--- src/hw/rtl/itoar_pkg.sv ---
package itoar_pkg;

   localparam int VALUE_WIDTH = 32;
   localparam int MAX_BASE    = 36;
   localparam int MIN_BASE    = 2;
   localparam int DECIMAL     = 10;
   localparam int BASE_W      = 6;
   localparam int DIGIT_W     = 6;
   localparam int COUNT_W     = 6;
   localparam int STORE_DEPTH = VALUE_WIDTH;
   localparam int STORE_AW    = $clog2(STORE_DEPTH);
   localparam int QUEUE_DEPTH = 2;

   localparam logic [7:0] CHAR_ZERO  = 8'h30;
   localparam logic [7:0] CHAR_A     = 8'h61;
   localparam logic [7:0] CHAR_MINUS = 8'h2d;

   localparam logic [0:0] ACT_SIGNED   = 1'b0;
   localparam logic [0:0] ACT_UNSIGNED = 1'b1;

   // classified request handed from the front end to the back end
   typedef struct packed {
      logic                      negative;
      logic [VALUE_WIDTH-1:0]    magnitude;
      logic [BASE_W-1:0]         base;
   } job_type;

   // queue occupancy seen by both ends
   typedef struct packed {
      logic full;
      logic empty;
   } queue_status_type;

   // floor(2^32 / base), so that value * recip >> 32 is the quotient or one short
   function automatic logic [VALUE_WIDTH-1:0] recip(input logic [BASE_W-1:0] b);
      logic [VALUE_WIDTH-1:0] r;
      case (b)
         6'd2:    r = 32'd2147483648;
         6'd3:    r = 32'd1431655765;
         6'd4:    r = 32'd1073741824;
         6'd5:    r = 32'd858993459;
         6'd6:    r = 32'd715827882;
         6'd7:    r = 32'd613566756;
         6'd8:    r = 32'd536870912;
         6'd9:    r = 32'd477218588;
         6'd10:   r = 32'd429496729;
         6'd11:   r = 32'd390451572;
         6'd12:   r = 32'd357913941;
         6'd13:   r = 32'd330382099;
         6'd14:   r = 32'd306783378;
         6'd15:   r = 32'd286331153;
         6'd16:   r = 32'd268435456;
         6'd17:   r = 32'd252645135;
         6'd18:   r = 32'd238609294;
         6'd19:   r = 32'd226050910;
         6'd20:   r = 32'd214748364;
         6'd21:   r = 32'd204522252;
         6'd22:   r = 32'd195225786;
         6'd23:   r = 32'd186737708;
         6'd24:   r = 32'd178956970;
         6'd25:   r = 32'd171798691;
         6'd26:   r = 32'd165191049;
         6'd27:   r = 32'd159072862;
         6'd28:   r = 32'd153391689;
         6'd29:   r = 32'd148102320;
         6'd30:   r = 32'd143165576;
         6'd31:   r = 32'd138547332;
         6'd32:   r = 32'd134217728;
         6'd33:   r = 32'd130150524;
         6'd34:   r = 32'd126322567;
         6'd35:   r = 32'd122713351;
         6'd36:   r = 32'd119304647;
         default: r = 32'd2147483648;
      endcase
      return r;
   endfunction

endpackage

--- src/hw/rtl/itoar_front.sv ---
module itoar_front
   import itoar_pkg::*;
(
   input  logic [0:0]             req_action,
   input  logic [VALUE_WIDTH-1:0] req_value,
   input  logic [BASE_W-1:0]      req_base,
   output job_type                job
);

   logic [BASE_W-1:0] base_sat;
   logic              negative;

   // clamp the base into the supported range
   always_comb begin
      if (req_base < BASE_W'(MIN_BASE)) begin
         base_sat = BASE_W'(MIN_BASE);
      end else if (req_base > BASE_W'(MAX_BASE)) begin
         base_sat = BASE_W'(MAX_BASE);
      end else begin
         base_sat = req_base;
      end
   end

   // minus sign only for signed decimal; other bases take the raw bit pattern
   assign negative = (req_action == ACT_SIGNED) && (base_sat == BASE_W'(DECIMAL))
                     && req_value[VALUE_WIDTH-1];

   assign job.negative  = negative;
   assign job.magnitude = negative ? (~req_value + VALUE_WIDTH'(1)) : req_value;
   assign job.base      = base_sat;

endmodule

--- src/hw/rtl/itoar_queue.sv ---
module itoar_queue
   import itoar_pkg::*;
(
   input  logic             clock,
   input  logic             reset,
   input  logic             push,
   input  job_type          push_job,
   input  logic             pop,
   output job_type          head_job,
   output queue_status_type status
);

   localparam int PTR_W = $clog2(QUEUE_DEPTH);

   job_type            slot_ff [QUEUE_DEPTH];
   logic [PTR_W-1:0]   wr_ptr_ff, wr_ptr_in;
   logic [PTR_W-1:0]   rd_ptr_ff, rd_ptr_in;
   logic [PTR_W:0]     fill_ff, fill_in;
   logic               do_push, do_pop;

   assign status.full  = (fill_ff == (PTR_W+1)'(QUEUE_DEPTH));
   assign status.empty = (fill_ff == '0);
   assign do_push      = push && !status.full;
   assign do_pop       = pop && !status.empty;
   assign head_job     = slot_ff[rd_ptr_ff];

   // pointer and fill bookkeeping
   always_comb begin
      wr_ptr_in = wr_ptr_ff;
      rd_ptr_in = rd_ptr_ff;
      fill_in   = fill_ff;
      if (do_push) begin
         wr_ptr_in = (wr_ptr_ff == PTR_W'(QUEUE_DEPTH-1)) ? '0 : wr_ptr_ff + PTR_W'(1);
      end
      if (do_pop) begin
         rd_ptr_in = (rd_ptr_ff == PTR_W'(QUEUE_DEPTH-1)) ? '0 : rd_ptr_ff + PTR_W'(1);
      end
      if (do_push && !do_pop) begin
         fill_in = fill_ff + (PTR_W+1)'(1);
      end else if (do_pop && !do_push) begin
         fill_in = fill_ff - (PTR_W+1)'(1);
      end
   end

   always_ff @(posedge clock) begin
      if (reset) begin
         wr_ptr_ff <= '0;
         rd_ptr_ff <= '0;
         fill_ff   <= '0;
      end else begin
         wr_ptr_ff <= wr_ptr_in;
         rd_ptr_ff <= rd_ptr_in;
         fill_ff   <= fill_in;
      end
   end

   // entry storage
   always_ff @(posedge clock) begin
      if (do_push) begin
         slot_ff[wr_ptr_ff] <= push_job;
      end
   end

endmodule

--- src/hw/rtl/itoar_back.sv ---
module itoar_back
   import itoar_pkg::*;
(
   input  logic             clock,
   input  logic             reset,
   input  job_type          head_job,
   input  queue_status_type q_status,
   output logic             pop,
   output logic             rsp_valid,
   input  logic             rsp_stall,
   output logic [7:0]       rsp_ascii_char,
   output logic             rsp_last,
   output logic [COUNT_W-1:0] rsp_char_count
);

   typedef enum logic [1:0] {
      S_IDLE,
      S_MUL,
      S_CORR,
      S_EMIT
   } state_type;

   state_type              state_ff;
   logic [VALUE_WIDTH-1:0] quot_ff;
   logic [VALUE_WIDTH-1:0] recip_ff;
   logic [VALUE_WIDTH-1:0] qest_ff;
   logic [BASE_W-1:0]      base_ff;
   logic                   neg_ff;
   logic                   sign_ff;
   logic [COUNT_W-1:0]     count_ff;
   logic [COUNT_W-1:0]     emit_ff;
   logic [COUNT_W-1:0]     total_ff;
   logic [DIGIT_W-1:0]     store_ff [STORE_DEPTH];
   logic                   rsp_valid_ff;
   logic [7:0]             rsp_char_ff;
   logic                   rsp_last_ff;
   logic [COUNT_W-1:0]     rsp_count_ff;

   logic [2*VALUE_WIDTH-1:0]        full_prod;
   logic [VALUE_WIDTH+BASE_W-1:0]   back_prod;
   logic [VALUE_WIDTH-1:0]          rem_raw;
   logic [BASE_W:0]                 rem_small;
   logic                            fix;
   logic [DIGIT_W-1:0]              digit;
   logic [VALUE_WIDTH-1:0]          quot_next;
   logic [COUNT_W-1:0]              count_next;
   logic [DIGIT_W-1:0]              emit_digit;
   logic                            slot_free;

   function automatic logic [7:0] digit_char(input logic [DIGIT_W-1:0] d);
      logic [7:0] c;
      if (d < DIGIT_W'(DECIMAL)) begin
         c = CHAR_ZERO + 8'(d);
      end else begin
         c = CHAR_A + 8'(d - DIGIT_W'(DECIMAL));
      end
      return c;
   endfunction

   // quotient estimate from the reciprocal table
   assign full_prod = {{VALUE_WIDTH{1'b0}}, quot_ff} * {{VALUE_WIDTH{1'b0}}, recip_ff};

   // remainder and one-step correction of the estimate
   assign back_prod  = {{BASE_W{1'b0}}, qest_ff} * {{VALUE_WIDTH{1'b0}}, base_ff};
   assign rem_raw    = quot_ff - back_prod[VALUE_WIDTH-1:0];
   assign rem_small  = rem_raw[BASE_W:0];
   assign fix        = (rem_small >= {1'b0, base_ff});
   assign digit      = fix ? DIGIT_W'(rem_small - {1'b0, base_ff}) : DIGIT_W'(rem_small);
   assign quot_next  = qest_ff + VALUE_WIDTH'(fix);
   assign count_next = count_ff + COUNT_W'(1);

   assign emit_digit = store_ff[STORE_AW'(emit_ff - COUNT_W'(1))];
   assign slot_free  = !rsp_valid_ff || !rsp_stall;
   assign pop        = (state_ff == S_IDLE) && !q_status.empty;

   assign rsp_valid      = rsp_valid_ff;
   assign rsp_ascii_char = rsp_char_ff;
   assign rsp_last       = rsp_last_ff;
   assign rsp_char_count = rsp_count_ff;

   // sequencer, digit store and result register
   always_ff @(posedge clock) begin
      if (reset) begin
         state_ff     <= S_IDLE;
         rsp_valid_ff <= 1'b0;
         sign_ff      <= 1'b0;
         neg_ff       <= 1'b0;
         count_ff     <= '0;
         emit_ff      <= '0;
      end else begin
         if (slot_free) begin
            rsp_valid_ff <= 1'b0;
         end
         case (state_ff)
            S_IDLE: begin
               if (!q_status.empty) begin
                  quot_ff  <= head_job.magnitude;
                  base_ff  <= head_job.base;
                  recip_ff <= recip(head_job.base);
                  neg_ff   <= head_job.negative;
                  count_ff <= '0;
                  state_ff <= S_MUL;
               end
            end
            S_MUL: begin
               qest_ff  <= full_prod[2*VALUE_WIDTH-1:VALUE_WIDTH];
               state_ff <= S_CORR;
            end
            S_CORR: begin
               store_ff[count_ff[STORE_AW-1:0]] <= digit;
               count_ff <= count_next;
               quot_ff  <= quot_next;
               if (quot_next == '0) begin
                  emit_ff  <= count_next;
                  total_ff <= count_next + COUNT_W'(neg_ff);
                  sign_ff  <= neg_ff;
                  state_ff <= S_EMIT;
               end else begin
                  state_ff <= S_MUL;
               end
            end
            S_EMIT: begin
               if (slot_free) begin
                  rsp_valid_ff <= 1'b1;
                  if (sign_ff) begin
                     rsp_char_ff  <= CHAR_MINUS;
                     rsp_last_ff  <= 1'b0;
                     rsp_count_ff <= '0;
                     sign_ff      <= 1'b0;
                  end else begin
                     rsp_char_ff  <= digit_char(emit_digit);
                     rsp_last_ff  <= (emit_ff == COUNT_W'(1));
                     rsp_count_ff <= (emit_ff == COUNT_W'(1)) ? total_ff : '0;
                     emit_ff      <= emit_ff - COUNT_W'(1);
                     if (emit_ff == COUNT_W'(1)) begin
                        state_ff <= S_IDLE;
                     end
                  end
               end
            end
            default: begin
               state_ff <= S_IDLE;
            end
         endcase
      end
   end

   // the corrected remainder is a proper digit of the base
   a_digit_in_range: assert property (@(posedge clock) disable iff (reset)
      (state_ff == S_CORR) |-> (digit < base_ff))
      else $error("remainder not below base after correction");

   // never more digits than the store holds
   a_count_bound: assert property (@(posedge clock) disable iff (reset)
      (state_ff == S_CORR) |-> (count_ff < COUNT_W'(STORE_DEPTH)))
      else $error("digit store overrun");

   // a minus sign belongs to decimal only
   a_sign_decimal: assert property (@(posedge clock) disable iff (reset)
      (state_ff != S_IDLE) && neg_ff |-> (base_ff == BASE_W'(DECIMAL)))
      else $error("minus sign on non-decimal conversion");

   // the closing character carries a non-zero count
   a_last_count: assert property (@(posedge clock) disable iff (reset)
      rsp_valid_ff && rsp_last_ff |-> (rsp_count_ff != '0))
      else $error("last character without count");

endmodule

--- src/hw/rtl/integer_to_ascii_radix.sv ---
// Integer to ASCII converter, bases 2 to 36. Each request carries a 32-bit value, a
// signed/unsigned action and a base (clamped to 2..36); the block answers with one
// character per response, most significant digit first, '0'-'9' then 'a'-'z', with a
// leading '-' only for negative signed decimal values (other bases print the raw bit
// pattern). The final character has last set and the total character count. A front
// end classifies requests into a two-entry queue, so up to two further requests are
// taken while a conversion runs. The back end takes a request, then produces one digit at a
// time by a reciprocal multiply and then a remainder correction, then issues one character
// per cycle while the response side does not stall.
module integer_to_ascii_radix
   import itoar_pkg::*;
(
   input  logic                   clock,
   input  logic                   reset,
   input  logic                   req_valid,
   output logic                   req_stall,
   input  logic [0:0]             req_action,
   input  logic [VALUE_WIDTH-1:0] req_value,
   input  logic [BASE_W-1:0]      req_base,
   output logic                   rsp_valid,
   input  logic                   rsp_stall,
   output logic [7:0]             rsp_ascii_char,
   output logic                   rsp_last,
   output logic [COUNT_W-1:0]     rsp_char_count
);

   job_type          front_job;
   job_type          head_job;
   queue_status_type q_status;
   logic             pop;

   // request classification
   itoar_front u_front (
      .req_action (req_action),
      .req_value  (req_value),
      .req_base   (req_base),
      .job        (front_job)
   );

   // queue between front and back end
   itoar_queue u_queue (
      .clock    (clock),
      .reset    (reset),
      .push     (req_valid),
      .push_job (front_job),
      .pop      (pop),
      .head_job (head_job),
      .status   (q_status)
   );

   assign req_stall = q_status.full;

   // digit generation and character output
   itoar_back u_back (
      .clock          (clock),
      .reset          (reset),
      .head_job       (head_job),
      .q_status       (q_status),
      .pop            (pop),
      .rsp_valid      (rsp_valid),
      .rsp_stall      (rsp_stall),
      .rsp_ascii_char (rsp_ascii_char),
      .rsp_last       (rsp_last),
      .rsp_char_count (rsp_char_count)
   );

endmodule

--- config.mk ---
export PLATFORM = sky130hd
export DESIGN_NAME = integer_to_ascii_radix
export DESIGN_NICKNAME = d
export VERILOG_FILES = /design/src/hw/rtl/itoar_pkg.sv /design/src/hw/rtl/itoar_front.sv /design/src/hw/rtl/itoar_queue.sv /design/src/hw/rtl/itoar_back.sv /design/src/hw/rtl/integer_to_ascii_radix.sv
export SDC_FILE = /design/constraint.sdc
export NUM_CORES = 2
export LEC_CHECK = 0
export ABC_CLOCK_PERIOD_IN_PS = 15200
export BUFFER_PORTS_ARGS = -buffer_cell sky130_fd_sc_hd__buf_4
export CAP_MARGIN = 20
export CORE_MARGIN = 10
export CORE_UTILIZATION = 45
export DETAILED_ROUTE_END_ITERATION = 10
export SLEW_MARGIN = 30
export SYNTH_ARGS = -nofsm -noshare
export SYNTH_HDL_FRONTEND = slang
export SYNTH_SLANG_ARGS = --single-unit
--- constraint.sdc ---
create_clock -name clock -period 15.2 [get_ports clock]
set_input_delay 2.28 -clock clock [delete_from_list [all_inputs] [get_ports clock]]
set_output_delay 2.28 -clock clock [all_outputs]
set_load 0.02 [all_outputs]
**Word level (Yosys, flattened, before mapping)**

Memory sizes are Yosys's and may differ from the RTL's. A register that Yosys moved wholly into a read port is not among the register bits.
Cells that the tools add are included.
W data, S select, Z words.

- Input bits: 43
- Bits in writable memories: 270
- Memories kept: 3
- Flip-flop bits (word level): 112
- Word-level logic and storage cells: 122
- Output and inout bits: 17
- Bits in read-only memories: 2048

- Order comparisons: 4
- Bitwise gates (word level): 5
- Reduce and logical (&&, ||, !) cells: 31
- $mul: 2
- Equality and inequality tests: 11
- Add/subtract/negate cells: 14
- Muxes and demuxes: 36

Memory list:

| name | depth | bits a word | read ports | clocked after Yosys merged registers in | write ports | RTL line | RTL |
|---|---|---|---|---|---|---|---|
| (name not given) | 64 | 32 | 1 | 1 | 0 | itoar_pkg.sv:37 | `case (b)` |
| u_back.store_ff | 32 | 6 | 1 | 0 | 1 | itoar_back.sv:33 | `logic [DIGIT_W-1:0] store_ff [STORE_DEPTH];` |
| u_queue.slot_ff | 2 | 39 | 1 | 1 | 1 | itoar_queue.sv:15 | `job_type slot_ff [QUEUE_DEPTH];` |

Operator list:

| kind | number |
|---|---|
| $mul A32 B32 Y64 | 1 |
| $mux W32 | 2 |
| $pmux W32 S2 | 1 |
| $mux W6 | 7 |
| $add A32 B1 Y32 | 1 |
| $add A32 B1 Y32 const B | 1 |
| $logic_not A32 Y1 | 1 |
| $mul A32 B6 Y7 | 1 |
| $not A32 Y32 | 1 |
| $pmux W6 S2 | 2 |
| $reduce_and A3 Y1 | 5 |
| $mux W1 | 14 |
| $mux W2 | 7 |
| $add A7 B8 Y8 const A | 1 |
| $mux W8 | 1 |
| $pmux W2 S4 | 1 |
| $reduce_and A4 Y1 | 2 |
| $add A6 B6 Y7 const A | 1 |
| $ge A7 B6 Y1 | 1 |
| $logic_and A1 B1 Y1 | 7 |
| $sub A6 B4 Y7 const B | 1 |
| $sub A7 B7 Y7 | 1 |
| $add A6 B1 Y6 | 1 |
| $add A6 B1 Y6 const B | 1 |
| 22 further kinds | 41 |

**Logic depth before layout (Yosys ltp)**

- Depth in word-level cells: 7
- Gate-level depth with buffers: 32
- Depth with buffers taken out: 29

**Modules after synthesis**

Synthesis repeated with hierarchy kept, for this count alone.

- Cells, all modules: 5098
- Area total of the unflattened synthesis: 52761.9 um^2

By module, submodules not included:

| module | times used | area each (um^2) | seq. area each (um^2) | cells each |
|---|---|---|---|---|
| itoar_back | 1 | 48916.9 | 9799.4 | 4829 |
| itoar_queue | 1 | 3024.2 | 2442.3 | 146 |
| itoar_front | 1 | 820.8 | 0.0 | 123 |

**Worst setup path after synthesis**

Ideal clock, no wire load.

- Kind: register -> register
- Start point: register u_back.qest_ff[3]
- End point: register u_back.total_ff[0] (enable)
- Buffers on the path: 4
- Arrival time: 7068 ps
- Slack: 7740 ps
- Period minus slack after synthesis: 7460 ps
- Cell stages (with the launch flop): 29
- Setup time: 392 ps
- Data required time: 14808 ps
- Cell sequence: edfxtp_1 clkbuf_1 and2_1 fa_1 fa_1 inv_1 fa_1 inv_1 fa_1 inv_1 ha_1 xnor2_1 ha_1 and4_1 a31oi_1 nand3_1 clkbuf_1 ha_1 ha_1 and2_1 clkbuf_1 and4_1 buf_2 a2111oi_0 a41o_1 nand3_1 nor3_1 o21ai_0 nor4b_1

- Longest elaborated chain between the ends: 6

Ends and longest elaborated chain:

| element | RTL line | RTL |
|---|---|---|
| from (decl) | itoar_back.sv:26 | `logic [VALUE_WIDTH-1:0] qest_ff;` |
| from (signal assigned) | itoar_back.sv:106 | `qest_ff <= full_prod[2*VALUE_WIDTH-1:VALUE_WIDTH];` |
| $mul A32 B6 Y7 | itoar_back.sv:64 | `assign back_prod = {{BASE_W{1'b0}}, qest_ff} * {{VALUE_WIDTH{1'b0}}, base_ff};` |
| $sub A7 B7 Y7 | itoar_back.sv:65 | `assign rem_raw = quot_ff - back_prod[VALUE_WIDTH-1:0];` |
| $ge A7 B6 Y1 | itoar_back.sv:67 | `assign fix = (rem_small >= {1'b0, base_ff});` |
| $add A32 B1 Y32 * | itoar_back.sv:69 | `assign quot_next = qest_ff + VALUE_WIDTH'(fix);` |
| $logic_not A32 Y1 * | itoar_back.sv:113 | `if (quot_next == '0) begin` |
| $reduce_and A3 Y1 (no source line) * | - |  |
| to (signal assigned) | itoar_back.sv:115 | `total_ff <= count_next + COUNT_W'(neg_ff);` |
| to (decl) | itoar_back.sv:32 | `logic [COUNT_W-1:0] total_ff;` |

Every way passes the cells marked *; elsewhere a longest branch is shown, timed or not.
A chain may end at the register's enable or synchronous reset.

**Worst setup path after layout**

- Start point: register u_back.quot_ff[6]
- End point: register u_back.qest_ff[31] (data pin)

- Longest elaborated chain between the ends: 1

Ends and longest elaborated chain:

| element | RTL line | RTL |
|---|---|---|
| from (decl) | itoar_back.sv:24 | `logic [VALUE_WIDTH-1:0] quot_ff;` |
| from (signal assigned) | itoar_back.sv:97 | `quot_ff <= head_job.magnitude;` |
| from (signal assigned) | itoar_back.sv:112 | `quot_ff <= quot_next;` |
| $mul A32 B32 Y64 | itoar_back.sv:61 | `assign full_prod = {{VALUE_WIDTH{1'b0}}, quot_ff} * {{VALUE_WIDTH{1'b0}}, recip_ff};` |
| net u_back.full_prod[63] | itoar_back.sv:39 | `logic [2*VALUE_WIDTH-1:0] full_prod;` |

The timed path passes the listed nets, and every way through them passes these cells.

==> qor.yml <==
run_status:
  status: "complete, no violations"
synthesis:
  synth-seq-area-share_pct: 23.3
  syn_inst: 5051
  yosysUniqueCellTypes: 84
  synth_area_per_cell_sq_um: 10.4
  async_flop_share_pct: 0
  synth-main-ff-cell: "edfxtp_1"
  ys_ff_latch: 415
  ys_warn_count: 0
  synth_fp_nets: 6313
  synth_edf_count: 393
  syn_area_sq_mm: 0.0526
grt:
  grt_pass1_wl_microns: 219000
  grt_pass1_vias: 37700
  track_usage_pct: 21.4
  grt_antenna_before_repair: 4
  grt_start_max_net_pins: 63
  grt_overflow: 0
routing:
  wl_met3_microns: 10700
  met1Wirelength_microns: 59300
  drc: 0
  drt-wirelength-per-cell_microns: 21.2
  via_per_inst: 5.40
  vias: 35200
  routed.top_layer: "met4"
  met2_length_microns: 64200
  routed_wl_microns: 138000
  drtAntennaViolNets: 0
  drtIter0Drc: 2426
  dr.pass1.iters: 5
layout:
  final_common_cell: "inv_1"
  final_nets: 6229
  final_util_pct: 48.2
  layout-drive-gt1-share_pct: 6.44
  final_cell_mix: "inv_1, fa_1, and2_1"
  area_growth_syn_to_layout_pct: 6.43
  instances_no_fill: 6524
sta:
  slew_headroom_pct: 37.6
  slew_viol_final: 0
  worst_pin_slew_ns: 0.931
  hold_ws_ns: 0.506
  setup_violations: 0
  hold_viol: 0
  fin_crit_ns: 9.07
  period_share_pct: 59.7
  setup-tns-final_ns: 0
  rsz0062_at_grt: "false"
  skew_ns: 0.0304
  fmax_mhz: 110
worst_setup_path:
  cp_slowest_stage_delay_ns: 0.89
  cp_slowest_cell: "edfxtp_1"
  startpoint: "u_back.quot_ff[6]"
  crit_buf_inv: 9
  startpoint_type: "flop"
  crit_required_ns: 15.50
  r2r_cells: 29
  end_kind: "flop"
  cp.arrival_ns: 9.37
  cp_top_family: "adder cells"
  r2r_start: "u_back.quot_ff[6]"
  critical_path_class: "flop to flop"
  critical_path_peak_fanout: 17
  cp.depth: 29
  reg2reg_to: "u_back.qest_ff[31]"
  rrSetupSlack_ns: 6.13
  endpoint: "u_back.qest_ff[31]"
clock_network:
  path_clk_slew_ns: 0.07
  clock_path_buffers: 3
  postCtsSetupBuffers: 0
  cts_resized: 0
  holdBufCountCts: 0
  clock_sinks: 415
  numCtsBuffers: 41
  clock_latency_ns: 0.57
  tritoncts: "built"
  root_buffer: "clkbuf_16"
  htreeDepth: 2
worst_hold_path:
  hold_path.class: "flop to flop"
placement:
  detailed_place_hpwl_microns: 97000
  place.gp.congestion: 0.894
  port_buffers: 59
  dp_cells: 6448
die:
  fp.coreArea_sq_mm: 0.116
  die_h_microns: 362
  dieArea_sq_mm: 0.131
  die_w_microns: 362
  start_util_pct: 45.3
  rows: 125
  num_io_pins: 60
run:
  maxCapViolations: 0
-- final cells by class --
| type | count | area (sq um) |
|---|---|---|
| Inverter | 930 | 3490 |
| Sequential cell | 415 | 12200 |
| Antenna cell | 3 | 7.51 |
| Tap cell | 1524 | 1910 |
| Clock inverter | 23 | 229 |
| Multi-Input combinational cell | 3432 | 35900 |
| Timing Repair Buffer | 147 | 1140 |
| Clock buffer | 50 | 1080 |
| Fill cell | 10900 | 60200 |
-- state kept, by name, summed over array words and instances, names as in the netlist, 2 cells and up, named ones only --
register	cells
u_back.base_ff	6
u_back.emit_ff	6
u_back.state_ff	2
u_queue.fill_ff	2
u_back.count_ff	6
u_back.rsp_ascii_char	8
u_back.quot_ff	32
u_back.qest_ff	32
u_back.rsp_char_count	6
u_queue.slot_ff	78
u_back.store_ff	192
u_back.recip_ff	32
u_back.total_ff	6
-- per-layer routing --
metal / GRT usage (%) / up-vias
met5: 0 / -
met4: 5.52 / 0
met3: 4.18 / 208
met2: 34.5 / 1273
met1: 29.6 / 18100
li1: - / 15600
-- how the worst min path moves through the flow --
stage	cells past startpoint	to	slack [ns]	startpoint
floorplan	2	u_back.neg_ff	0.46	u_back.neg_ff
global placement	2	flop	0.48	u_queue.rd_ptr_ff
detailed placement	2	u_queue.fill_ff[1]	0.49	u_queue.fill_ff[1]
CTS	2	u_queue.fill_ff[1]	0.50	u_queue.fill_ff[1]
global route	2	u_queue.fill_ff[1]	0.54	u_queue.fill_ff[1]
finish	2	u_queue.fill_ff[1]	0.51	u_queue.fill_ff[1]
-- Yosys cell counts (15+ instances only) --
master,number,share of area (%)
xnor2_1,99,1.6
and3_1,15,0.18
nor3_1,30,0.29
xor2_1,51,0.85
nand3_1,39,0.37
nand2_1,585,4.2
a21o_1,40,0.57
a31oi_1,22,0.26
nand4_1,21,0.25
fa_1,908,35
dfxtp_1,22,0.84
ha_1,311,7.4
nor2_1,133,0.95
inv_1,926,6.6
a21oi_1,110,1.0
mux4_2,60,2.6
a211oi_1,22,0.31
o21ai_0,115,1.1
mux2i_1,43,0.82
edfxtp_1,393,22
clkbuf_1,247,1.8
and2_1,626,7.4
-- stage by stage --
step / setup slack, ns / instance area [sq um]
after detailed placement: 6.25 / 54700
after global placement: 6.33 / 54600
final: 6.13 / 56000
after CTS: 6.20 / 56000
after global routing: 5.73 / 56000
after floorplan: 7.74 / 52600
-- tightest hold or removal path: cells and delay by family, from the launching register on --
kind | cells | cell delay [ns]
DFF | 1 | 0.33
AOI/OAI and AO/OA | 2 | 0.13
-- kinds of logic (layout without fill, tap and decap cells) --
logic type,Yosys count,count (layout),synth area share (%)
AOI/OAI and AO/OA,412,412,4.94
xor gates and xnor gates,152,152,2.56
adders and majority gates,1219,1219,41.9
buffers and inverters,1204,1150,8.68
DFF,415,415,23.3
muxes,111,111,3.63
other,0,3,0
and+or+nand+nor,1538,1538,15.0
Power is left out: the tool's default activity adds up to more than one toggle a clock period on the data nets, which glitch-free logic cannot reach.
